==> config.mk <==
export PLATFORM = sky130hd
export DESIGN_NAME = track_short_fast_recovery
export DESIGN_NICKNAME = d
export VERILOG_FILES = /design/src/rtl/tsfr_pkg.sv /design/src/rtl/track_short_fast_recovery.sv /design/src/rtl/tsfr_core.sv /design/src/rtl/tsfr_out_buf.sv
export SDC_FILE = /design/constraint.sdc
export NUM_CORES = 1
export LEC_CHECK = 0
export BUFFER_PORTS_ARGS = -buffer_cell sky130_fd_sc_hd__clkbuf_2
export CAP_MARGIN = 40
export CORE_ASPECT_RATIO = 0.9
export CORE_MARGIN = 2
export CORE_UTILIZATION = 30
export CTS_CLUSTER_SIZE = 10
export DETAILED_ROUTE_END_ITERATION = 8
export GPL_TIMING_DRIVEN = 0
export RECOVER_POWER = 25
export SETUP_SLACK_MARGIN = 0.02
export SYNTH_ARGS = -nofsm -noshare
export SYNTH_HDL_FRONTEND = slang
export SYNTH_SLANG_ARGS = --single-unit
==> constraint.sdc <==
create_clock -name clk -period 11.5 [get_ports clk]
set_clock_uncertainty 0.05 [all_clocks]
set_input_delay 1.725 -clock clk [delete_from_list [all_inputs] [get_ports clk]]
set_output_delay 1.725 -clock clk [all_outputs]
set_load 0.01 [all_outputs]
==> src/rtl/tsfr_pkg.sv <==
package tsfr_pkg;

    // Configuration register indexes
    localparam int unsigned CFG_INDEX_W = 3;
    localparam int unsigned CFG_DATA_W  = 16;

    localparam logic [CFG_INDEX_W-1:0] CFG_IGNORE_TIME     = 3'd0;
    localparam logic [CFG_INDEX_W-1:0] CFG_RECOVER_OFF     = 3'd1;
    localparam logic [CFG_INDEX_W-1:0] CFG_RECOVER_ON      = 3'd2;
    localparam logic [CFG_INDEX_W-1:0] CFG_SLOW_RECOVER    = 3'd3;
    localparam logic [CFG_INDEX_W-1:0] CFG_RECOVER_ATTEMPT = 3'd4;

    // Register reset values
    localparam logic [7:0]  IGNORE_TIME_RST      = 8'd8;
    localparam logic [7:0]  RECOVER_OFF_RST      = 8'd4;
    localparam logic [7:0]  RECOVER_ON_RST       = 8'd1;
    localparam logic [15:0] SLOW_RECOVER_RST     = 16'd1000;
    localparam logic [3:0]  RECOVER_ATTEMPTS_RST = 4'd3;

    // Phase codes as reported on the result
    localparam logic [2:0] PHASE_IDLE        = 3'd0;
    localparam logic [2:0] PHASE_IGNORE      = 3'd1;
    localparam logic [2:0] PHASE_RECOVER_OFF = 3'd2;
    localparam logic [2:0] PHASE_RECOVER_ON  = 3'd3;
    localparam logic [2:0] PHASE_SHORTED     = 3'd4;

    typedef enum logic [4:0] {
        ST_IDLE        = 5'b00001,
        ST_IGNORE      = 5'b00010,
        ST_RECOVER_OFF = 5'b00100,
        ST_RECOVER_ON  = 5'b01000,
        ST_SHORTED     = 5'b10000
    } state_t;

    typedef struct packed {
        logic [7:0]  ignore_time_ms;
        logic [7:0]  recover_off_ms;
        logic [7:0]  recover_on_ms;
        logic [15:0] slow_recover_ms;
        logic [3:0]  recover_attempts;
    } cfg_t;

    typedef struct packed {
        logic       track_enable;
        logic       short_report;
        logic [2:0] phase;
    } result_t;

    // Map the one-hot state onto the reported phase code
    function automatic logic [2:0] state_to_phase(input state_t st);
        logic [2:0] code;
        case (st)
            ST_IGNORE:      code = PHASE_IGNORE;
            ST_RECOVER_OFF: code = PHASE_RECOVER_OFF;
            ST_RECOVER_ON:  code = PHASE_RECOVER_ON;
            ST_SHORTED:     code = PHASE_SHORTED;
            default:        code = PHASE_IDLE;
        endcase
        return code;
    endfunction

endpackage

==> src/rtl/track_short_fast_recovery.sv <==
// Short-circuit guard with hiccup recovery for one track output. Each input
// transfer is one millisecond tick carrying the sampled short sense and a
// restore request; each tick yields exactly one result (track enable, short
// report, phase). A tick is taken in every cycle in which the buffer has
// space: the phase logic sits between the state registers and a result
// register, and a two-entry output buffer lets a new tick be accepted while
// a result still waits to be taken. Timing registers are written on the cfg
// channel (always ready); the user must write them only while no tick is in
// flight (not enforced); indexes beyond the last register are ignored.
module track_short_fast_recovery #(
    parameter int unsigned TIMER_WIDTH = 16
) (
    input  logic                             clk,
    input  logic                             rst_n,
    input  logic                             in_valid,
    output logic                             in_ready,
    input  logic                             short_sensed,
    input  logic                             restore,
    output logic                             out_valid,
    input  logic                             out_ready,
    output logic                             track_enable,
    output logic                             short_report,
    output logic [2:0]                       phase,
    input  logic                             cfg_valid,
    output logic                             cfg_ready,
    input  logic [tsfr_pkg::CFG_INDEX_W-1:0] cfg_index,
    input  logic [tsfr_pkg::CFG_DATA_W-1:0]  cfg_data
);

    tsfr_pkg::cfg_t    cfg_reg;
    tsfr_pkg::result_t step_result;
    tsfr_pkg::result_t out_data;
    logic              step;
    logic              space;

    assign cfg_ready = 1'b1;
    assign in_ready  = space;
    assign step      = in_valid && space;

    // Write configuration registers
    always_ff @(posedge clk or negedge rst_n)
    begin
        if (!rst_n)
        begin
            cfg_reg.ignore_time_ms   <= tsfr_pkg::IGNORE_TIME_RST;
            cfg_reg.recover_off_ms   <= tsfr_pkg::RECOVER_OFF_RST;
            cfg_reg.recover_on_ms    <= tsfr_pkg::RECOVER_ON_RST;
            cfg_reg.slow_recover_ms  <= tsfr_pkg::SLOW_RECOVER_RST;
            cfg_reg.recover_attempts <= tsfr_pkg::RECOVER_ATTEMPTS_RST;
        end
        else if (cfg_valid)
        begin
            case (cfg_index)
                tsfr_pkg::CFG_IGNORE_TIME:     cfg_reg.ignore_time_ms   <= cfg_data[7:0];
                tsfr_pkg::CFG_RECOVER_OFF:     cfg_reg.recover_off_ms   <= cfg_data[7:0];
                tsfr_pkg::CFG_RECOVER_ON:      cfg_reg.recover_on_ms    <= cfg_data[7:0];
                tsfr_pkg::CFG_SLOW_RECOVER:    cfg_reg.slow_recover_ms  <= cfg_data[15:0];
                tsfr_pkg::CFG_RECOVER_ATTEMPT: cfg_reg.recover_attempts <= cfg_data[3:0];
                default:                       cfg_reg <= cfg_reg;
            endcase
        end
    end

    tsfr_core #(
        .TIMER_WIDTH (TIMER_WIDTH)
    ) u_core (
        .clk          (clk),
        .rst_n        (rst_n),
        .step         (step),
        .short_sensed (short_sensed),
        .restore      (restore),
        .cfg          (cfg_reg),
        .result       (step_result)
    );

    tsfr_out_buf u_out_buf (
        .clk       (clk),
        .rst_n     (rst_n),
        .push      (step),
        .push_data (step_result),
        .space     (space),
        .out_valid (out_valid),
        .out_ready (out_ready),
        .out_data  (out_data)
    );

    assign track_enable = out_data.track_enable;
    assign short_report = out_data.short_report;
    assign phase        = out_data.phase;

endmodule

==> src/rtl/tsfr_core.sv <==
module tsfr_core #(
    parameter int unsigned TIMER_WIDTH = 16
) (
    input  logic              clk,
    input  logic              rst_n,
    input  logic              step,
    input  logic              short_sensed,
    input  logic              restore,
    input  tsfr_pkg::cfg_t    cfg,
    output tsfr_pkg::result_t result
);

    localparam int unsigned CMP_W = (TIMER_WIDTH > 16) ? TIMER_WIDTH : 16;

    tsfr_pkg::state_t       state_reg;
    tsfr_pkg::state_t       state_next;
    logic [TIMER_WIDTH-1:0] elapsed_reg;
    logic [TIMER_WIDTH-1:0] elapsed_next;
    logic [TIMER_WIDTH-1:0] elapsed_inc;
    logic [3:0]             attempts_reg;
    logic [3:0]             attempts_next;
    logic [3:0]             attempts_dec;
    logic                   enable_reg;
    logic                   enable_next;
    logic                   report;

    // Saturating tick count and the phase-end compares
    logic [TIMER_WIDTH-1:0] ignore_ext;
    logic [TIMER_WIDTH-1:0] off_ext;
    logic [TIMER_WIDTH-1:0] on_ext;
    logic [CMP_W-1:0]       elapsed_wide;
    logic [CMP_W-1:0]       slow_wide;

    assign elapsed_inc  = (elapsed_reg == {TIMER_WIDTH{1'b1}}) ? elapsed_reg
                                                               : elapsed_reg + 1'b1;
    assign ignore_ext   = {{(TIMER_WIDTH-8){1'b0}}, cfg.ignore_time_ms};
    assign off_ext      = {{(TIMER_WIDTH-8){1'b0}}, cfg.recover_off_ms};
    assign on_ext       = {{(TIMER_WIDTH-8){1'b0}}, cfg.recover_on_ms};
    assign elapsed_wide = CMP_W'(elapsed_inc);
    assign slow_wide    = CMP_W'(cfg.slow_recover_ms);
    assign attempts_dec = attempts_reg - 4'd1;

    // Work out the state after this tick
    always_comb
    begin
        state_next    = state_reg;
        elapsed_next  = elapsed_inc;
        attempts_next = attempts_reg;
        enable_next   = enable_reg | restore;
        report        = 1'b0;
        case (state_reg)
            tsfr_pkg::ST_IGNORE:
            begin
                if (!short_sensed)
                begin
                    state_next  = tsfr_pkg::ST_IDLE;
                    enable_next = 1'b1;
                end
                else if (elapsed_inc > ignore_ext)
                begin
                    state_next    = tsfr_pkg::ST_RECOVER_OFF;
                    attempts_next = cfg.recover_attempts;
                    enable_next   = 1'b0;
                    elapsed_next  = '0;
                end
            end
            tsfr_pkg::ST_RECOVER_OFF:
            begin
                if (elapsed_inc > off_ext)
                begin
                    state_next   = tsfr_pkg::ST_RECOVER_ON;
                    enable_next  = 1'b1;
                    elapsed_next = '0;
                end
            end
            tsfr_pkg::ST_RECOVER_ON:
            begin
                if (elapsed_inc > on_ext)
                begin
                    if (short_sensed)
                    begin
                        elapsed_next  = '0;
                        enable_next   = 1'b0;
                        attempts_next = attempts_dec;
                        if (attempts_dec == 4'd0)
                        begin
                            state_next = tsfr_pkg::ST_SHORTED;
                            report     = 1'b1;
                        end
                        else
                        begin
                            state_next = tsfr_pkg::ST_RECOVER_OFF;
                        end
                    end
                    else
                    begin
                        state_next  = tsfr_pkg::ST_IDLE;
                        enable_next = 1'b1;
                    end
                end
            end
            tsfr_pkg::ST_SHORTED:
            begin
                if (short_sensed)
                begin
                    elapsed_next = '0;
                    report       = 1'b1;
                end
                else if (elapsed_wide > slow_wide)
                begin
                    state_next = tsfr_pkg::ST_IDLE;
                end
            end
            default:
            begin
                state_next = tsfr_pkg::ST_IDLE;
                if (short_sensed)
                begin
                    state_next   = tsfr_pkg::ST_IGNORE;
                    elapsed_next = '0;
                end
            end
        endcase
    end

    // Advance the state on each accepted tick
    always_ff @(posedge clk or negedge rst_n)
    begin
        if (!rst_n)
        begin
            state_reg    <= tsfr_pkg::ST_IDLE;
            elapsed_reg  <= '0;
            attempts_reg <= '0;
            enable_reg   <= 1'b1;
        end
        else if (step)
        begin
            state_reg    <= state_next;
            elapsed_reg  <= elapsed_next;
            attempts_reg <= attempts_next;
            enable_reg   <= enable_next;
        end
    end

    assign result.track_enable = enable_next;
    assign result.short_report = report;
    assign result.phase        = tsfr_pkg::state_to_phase(state_next);

endmodule

==> src/rtl/tsfr_out_buf.sv <==
module tsfr_out_buf (
    input  logic              clk,
    input  logic              rst_n,
    input  logic              push,
    input  tsfr_pkg::result_t push_data,
    output logic              space,
    output logic              out_valid,
    input  logic              out_ready,
    output tsfr_pkg::result_t out_data
);

    logic              main_valid_reg;
    tsfr_pkg::result_t main_data_reg;
    logic              skid_valid_reg;
    tsfr_pkg::result_t skid_data_reg;
    logic              main_free;

    // The skid entry catches one result while the output is stalled
    assign main_free = !main_valid_reg || out_ready;
    assign space     = !skid_valid_reg;

    // Hold control: valid flags
    always_ff @(posedge clk or negedge rst_n)
    begin
        if (!rst_n)
        begin
            main_valid_reg <= 1'b0;
            skid_valid_reg <= 1'b0;
        end
        else if (main_free)
        begin
            main_valid_reg <= skid_valid_reg || push;
            skid_valid_reg <= 1'b0;
        end
        else if (push)
        begin
            skid_valid_reg <= 1'b1;
        end
    end

    // Move payload: skid drains into the output register first
    always_ff @(posedge clk)
    begin
        if (main_free)
        begin
            main_data_reg <= skid_valid_reg ? skid_data_reg : push_data;
        end
        else if (push)
        begin
            skid_data_reg <= push_data;
        end
    end

    assign out_valid = main_valid_reg;
    assign out_data  = main_data_reg;

endmodule
==> flow_metrics.py, run 1 <==
metrics = {
    "timing": {
        "tns_ns": 0,
        "fin_crit_ns": 5.147,
        "setup-violations-final": 0,
        "rsz0062_at_grt": "false",
        "maxSlewViolCount": 75,
        "hold_viol": 0,
        "worst_slack_ns": 6.353,
        "relSlewSlack": -0.6318,
        "holdWs_ns": 0.4546,
        "tightest_slew_ns": 2.448,
        "fmax_ghz": 0.1943,
        "fin_crit_sh": 0.4475,
    },
    "synthesis": {
        "netlist.top_cell.by_area": "dfrtp_1",
        "synth.most_common_cell": "nand2_1",
        "synth_warnings": 0,
        "yosys-top-cells-count": "nand2_1, dfrtp_1, nor2_1",
        "syn_area_um2": 5130,
        "avgSynthCellArea_um2": 9.361,
        "synth_edf_count": 10,
        "synth_fp_nets": 612,
        "synthFlopType": "dfrtp_1",
        "synthCells": 548,
        "synth-async-reset-ratio": 0.8780,
        "synth_cell_type_count": 67,
        "yosysTopAreaCellShare": 0.2878,
        "yosys-top-cells-area": "dfrtp_1, ha_1, dfstp_2",
        "synth_seq_cells": 82,
        "yosysSeqAreaShare": 0.4129,
    },
    "clock_network": {
        "clk_latency_ns": 0.35,
        "cts_made_buffers": 9,
        "cts_root_buf": "clkbuf_16",
        "cts_setup_buffers": 0,
        "tritoncts": "yes",
        "h-tree-depth": 3,
        "cts_hold_buf": 0,
        "cts_resized": 0,
        "cts.path.max_buffers": 2,
        "cts_sinks": 82,
        "clk_pin_slew_ns": 0.06,
    },
    "placement": {
        "place_ws_ns": 6.434,
        "hpwl_um": 9000,
        "port_buffers": 32,
        "place_congestion": 0.8661,
    },
    "detailed_routing": {
        "vias": 4019,
        "post_drt_wl_per_cell_um": 14.85,
        "ant_nets": 0,
        "wirelength_um": 12020,
        "drt_iter0_markers": 296,
        "viasPerCell": 4.968,
        "drc": 0,
        "firstDrtPassIters": 5,
    },
    "setup_path": {
        "worstReg2RegStart": "u_core.elapsed_reg[0]",
        "worst-path-max-fanout": 10,
        "crit_path_end_kind": "flop",
        "worstPathArrival_ns": 5.33,
        "worstSetupStartpointType": "flop",
        "reg2reg_to": "u_core.elapsed_reg[6]",
        "slowest_delay_ns": 0.73,
        "path_class": "flop to flop",
        "crit_slowest_cell": "o32ai_1",
        "required_ns": 11.68,
        "reg2reg_depth": 16,
        "worst_path_most_repeated_cell": "nor2_1",
        "crit_path_cell_trace": "ha_1, nand4_2, nor4_4, buf_2, nor2_1, nand3_1, nor2_1, xor2_1, ha_1, nand4_1, or2_2, o32ai_1, o311ai_2, a211oi_2, buf_4, nor2_1",
        "r2r_setup_slack_ns": 6.35,
    },
    "final_layout": {
        "areaGrowthSynthToFinish_pct": 14.15,
        "drive_gt1_frac": 0.1856,
        "largest_reg_flops": 44,
        "final_net_count": 657,
        "antenna_cells": 0,
    },
    "hold_path": {
        "hold_depth": 1,
        "whs_endpoint": "cfg_reg[18]",
        "hp-class": "flop to flop",
        "worst_hold_startpoint": "cfg_reg[18]",
    },
    "grt": {
        "first_global_vias": 3844,
        "track_usage": 0.1422,
        "grt_max_degree": 44,
        "antenna_found_initial": 0,
        "grt_overflow": 0,
        "grt_pass1_wl_um": 20200,
    },
    "power": {
        "cellPowerDensity_nw_per_um2": 171.0,
        "vdd_drop_max_v": 0.0001022,
        "p_leak_uw": 0.002639,
    },
    "die": {
        "core_um2": 16830,
        "top_level_ports": 34,
        "dieArea_um2": 18160,
        "initial_utilization": 0.3047,
        "rows": 45,
        "die_w_um": 141.8,
        "die_height_um": 128.1,
    },
    "flow_run": {
        "max_cap_violations": 2,
    },
    "outcome": {
        "outcome": "finished, violations left",
        "failed_checks": "max-capacitance violations, max-slew violations",
    },
}
## where the power goes
part / internal (µW) / leakage (µW) / switching [µW]
registers: 362 / 0.000972 / 37.3
clock network: 169 / 0.000149 / 118
logic: 136 / 0.00152 / 179
## stage by stage
| stage | utilization | power (µW) | area (µm²) | cells |
|---|---|---|---|---|
| floorplan | - | 632.3 | 5130 | 548 |
| global placement | 0.3299 | 715.4 | 5554 | 791 |
| detailed placement | 0.3320 | 722.3 | 5589 | 793 |
| CTS | 0.3495 | 1014 | 5883 | 809 |
| global route | 0.3478 | 1077 | 5856 | 809 |
| finish | 0.3478 | 1001 | 5856 | 809 |
## placed cells by master, fill, tap and decap left out, types with 3 or more instances in the layout
cell type	Yosys	final
edfxtp_1	10	10
a211o_1	3	3
xnor2_1	12	12
clkbuf_2	0	31
clkbuf_16	0	9
nand2b_1	4	4
a31oi_1	7	7
o21ai_0	30	30
buf_4	3	3
a21oi_1	27	27
inv_1	45	45
o32a_1	3	3
clkbuf_8	0	4
dfstp_2	13	13
xor2_1	9	9
o22a_1	3	3
nor3b_1	4	4
a21o_1	3	3
nor2b_1	6	6
mux2i_1	3	3
nand4_1	10	10
dfrtp_1	59	59
buf_2	5	6
nor2_1	55	55
mux2_2	27	27
and2_1	6	6
clkbuf_1	11	14
ha_1	38	38
nand3_1	20	20
nand2_1	62	62
and3_1	4	4
nor4_1	5	5
o22ai_1	3	3
nor3_1	13	13
## worst max-delay path, delay by kind of cell, from the launching register on
family / cells / cell delay (ns)
AND/OR/NAND/NOR: 8 / 1.52
AO/OA/AOI/OAI: 3 / 1.46
buffers and inverters: 2 / 0.61
adder cells (fa/ha/maj): 2 / 0.51
flip-flops: 1 / 0.47
XOR/XNOR: 1 / 0.42
## how the worst max path moves through the flow
stage	from	end	slack, ns
after global routing	rst_n	u_core.attempts_reg[0]	5.75
after CTS	u_core.elapsed_reg[0]	u_core.elapsed_reg[6]	6.39
after floorplan	u_core.elapsed_reg[0]	u_core.elapsed_reg[0]	7.37
after global placement	u_core.elapsed_reg[0]	u_core.elapsed_reg[11]	6.40
final	u_core.elapsed_reg[0]	u_core.elapsed_reg[6]	6.35
after detailed placement	u_core.elapsed_reg[0]	u_core.elapsed_reg[12]	6.43
## logic make-up after synthesis
logic type | after synthesis | synth area share
flip-flops | 82 | 0.4129
adder cells (fa/ha/maj) | 38 | 0.09268
buffers and inverters | 65 | 0.05097
AO/OA/AOI/OAI | 102 | 0.1273
AND/OR/NAND/NOR | 206 | 0.2024
multiplexers | 30 | 0.06512
XOR/XNOR | 24 | 0.04781
other | 1 | 0.0007310
## routing by layer
metal | track usage | up-vias | part of all wire
met3 | 0.02839 | 12 | 0.031
met5 | 0 | - | 0
met2 | 0.2242 | 71 | 0.46
met4 | 0.04000 | 0 | 0.015
met1 | 0.1991 | 1915 | 0.50
li1 | - | 2021 | -
## cell type report
class                      count  area (µm²)
tap                          211       264.0
buffer                        19       88.84
sequential                    82        2118
timing repair buffer          34       167.7
inverter                      46       172.7
clock inverter                 2       10.01
clock buffer                  14       284.0
fill                        1746       10980
multi-input combinational    401        2750
No activity file was read; power rests on OpenSTA's default activity.
==> run 2, diff against run 1 <==
Clock period 11.5 ns to 5.2 ns, I/O delays scaled along.
==> flow_metrics.py, run 2 (synthesis results as in run 1) <==
metrics = {
    "power": {
        "vdd_drop_max_v": 0.0002248,
        "total_power_uw": 2217,
        "cellPowerDensity_nw_per_um2": 377.7,
        "p_leak_uw": 0.002643,
    },
    "clock_network": {
        "cts_made_buffers": 9,
        "tritoncts": "yes",
        "cts_root_buf": "clkbuf_16",
        "cts.path.max_buffers": 2,
        "cts_setup_buffers": 0,
        "cts_hold_buf": 0,
        "h-tree-depth": 3,
        "clk_latency_ns": 0.35,
        "cts_sinks": 82,
        "clk_pin_slew_ns": 0.06,
    },
    "final_layout": {
        "largest_reg_flops": 44,
        "areaGrowthSynthToFinish_pct": 14.44,
        "final_net_count": 657,
        "final_cell_mix": "nand2_1, dfrtp_1, nor2_1, inv_1, ha_1",
        "antenna_cells": 0,
        "fillCellCount": 1744,
        "final_common_cell": "nand2_1",
        "drive_gt1_frac": 0.1873,
    },
    "grt": {
        "antenna_found_initial": 0,
        "first_global_vias": 3844,
        "track_usage": 0.1422,
        "grt_pass1_wl_um": 20200,
        "grt_overflow": 0,
        "grt_max_degree": 44,
    },
    "die": {
        "die_height_um": 128.1,
        "rows": 45,
        "dieArea_um2": 18160,
        "core_um2": 16830,
        "top_level_ports": 34,
        "die_w_um": 141.8,
        "initial_utilization": 0.3047,
    },
    "timing": {
        "tightest_slew_ns": 2.431,
        "fin_crit_ns": 4.780,
        "fmax_ghz": 0.2092,
        "hold_viol": 0,
        "tns_ns": 0,
        "fin_crit_sh": 0.9192,
        "rsz0062_at_grt": "false",
        "maxSlewViolCount": 75,
        "relSlewSlack": -0.6207,
        "worst_slack_ns": 0.4200,
        "setup-violations-final": 0,
    },
    "outcome": {
        "failed_checks": "max-capacitance violations, max-slew violations",
        "outcome": "finished, violations left",
    },
    "setup_path": {
        "cp.buffers_inverters": 1,
        "required_ns": 5.41,
        "worstSetupStartpointType": "flop",
        "worstPathArrival_ns": 4.99,
        "path_delay_family": "simple AND/OR/NAND/NOR gates",
        "slowest_delay_ns": 0.58,
        "crit_path_end_kind": "flop",
        "crit_path_cell_trace": "ha_1, nand4_2, nor4_4, buf_2, nor2_1, xor2_1, ha_1, a21oi_1, a2bb2oi_1, a21oi_1, o32a_1, nor4b_4, nor2_1, o21ai_1, mux2i_1",
        "worst-path-max-fanout": 10,
        "crit_slowest_cell": "nor4b_4",
        "path_class": "flop to flop",
    },
    "hold_path": {
        "hp-class": "flop to flop",
    },
    "detailed_routing": {
        "drt_iter0_markers": 281,
        "drc": 0,
        "wirelength_um": 11960,
        "vias": 4005,
        "firstDrtPassIters": 4,
        "viasPerCell": 4.951,
        "ant_nets": 0,
        "post_drt_wl_per_cell_um": 14.78,
    },
    "flow_run": {
        "max_cap_violations": 2,
    },
    "placement": {
        "hpwl_um": 9000,
        "port_buffers": 32,
        "place_ws_ns": 0.1342,
        "place_congestion": 0.8661,
    },
}
run 2: cell counts in the layout (fill, tap and decap cells not counted):
Identical to the previous run, type by type.
run 2: repair_timing:
| item | in CTS | in global routing |
|---|---|---|
| setup endpoints to repair | 0 | 17 |
| endpoints found under the hold margin | 0 | 0 |
| gates resized for setup | 0 | 2 |
run 2: worst paths after layout:
check / from / to / slack, ns / cells past startpoint
min in group asynchronous: rst_n / cfg_reg[17] / 0.77 / 1
hold reg to reg: cfg_reg[18] / cfg_reg[18] / 0.45 / 1
max in group asynchronous: rst_n / u_core.attempts_reg[3] / 1.35 / 2
setup reg to reg: u_core.elapsed_reg[0] / u_core.attempts_reg[1] / 0.42 / 15
setup / recovery: u_core.elapsed_reg[0] / u_core.attempts_reg[1] / 0.42 / 15
hold / removal: cfg_reg[18] / cfg_reg[18] / 0.45 / 1
run 2: report_power, final:
| part | switching (µW) | total (µW) | internal (µW) |
|---|---|---|---|
| clock | 261 | 635 | 375 |
| sequential | 83.1 | 884 | 801 |
| combinational | 396 | 698 | 301 |
| total | 740 | 2220 | 1480 |
run 2: final cells by class:
class	count	area [µm²]	area share
Clock buffer	14	284.0	0.04838
Tap cell	211	264.0	0.04497
Sequential cell	82	2118	0.3608
Multi-Input combinational cell	401	2765	0.4710
Inverter	46	172.7	0.02941
Buffer	19	88.84	0.01513
Timing Repair Buffer	34	167.7	0.02856
Clock inverter	2	10.01	0.001705
run 2: worst register-to-register path: cells and delay by family (launching register included):
family	cells	cell delay, ns
AO/OA/AOI/OAI	5	1.06
XOR/XNOR	1	0.47
adder cells (fa/ha/maj)	2	0.66
buffers and inverters	1	0.31
flip-flops	1	0.47
multiplexers	1	0.24
AND/OR/NAND/NOR	5	1.44
run 2: metal layers:
layer / vias to the layer above / part of all wire / GRT usage / wire [µm]
met2: 60 / 0.46 / 0.2242 / 5465
met3: 12 / 0.035 / 0.02839 / 424
met5: - / 0 / 0 / 0
li1: 2019 / - / - / -
met4: 0 / 0.015 / 0.04000 / 182
met1: 1914 / 0.49 / 0.1991 / 5882
run 2: per-stage QoR:
stage | hold WS, ns | area [µm²] | util | instances
floorplan | 0.4294 | 5130 | - | 548
global placement | 0.4409 | 5554 | 0.3299 | 791
detailed placement | 0.4452 | 5589 | 0.3320 | 793
CTS | 0.3573 | 5883 | 0.3495 | 809
global route | 0.4820 | 5871 | 0.3487 | 809
finish | 0.4546 | 5871 | 0.3487 | 809
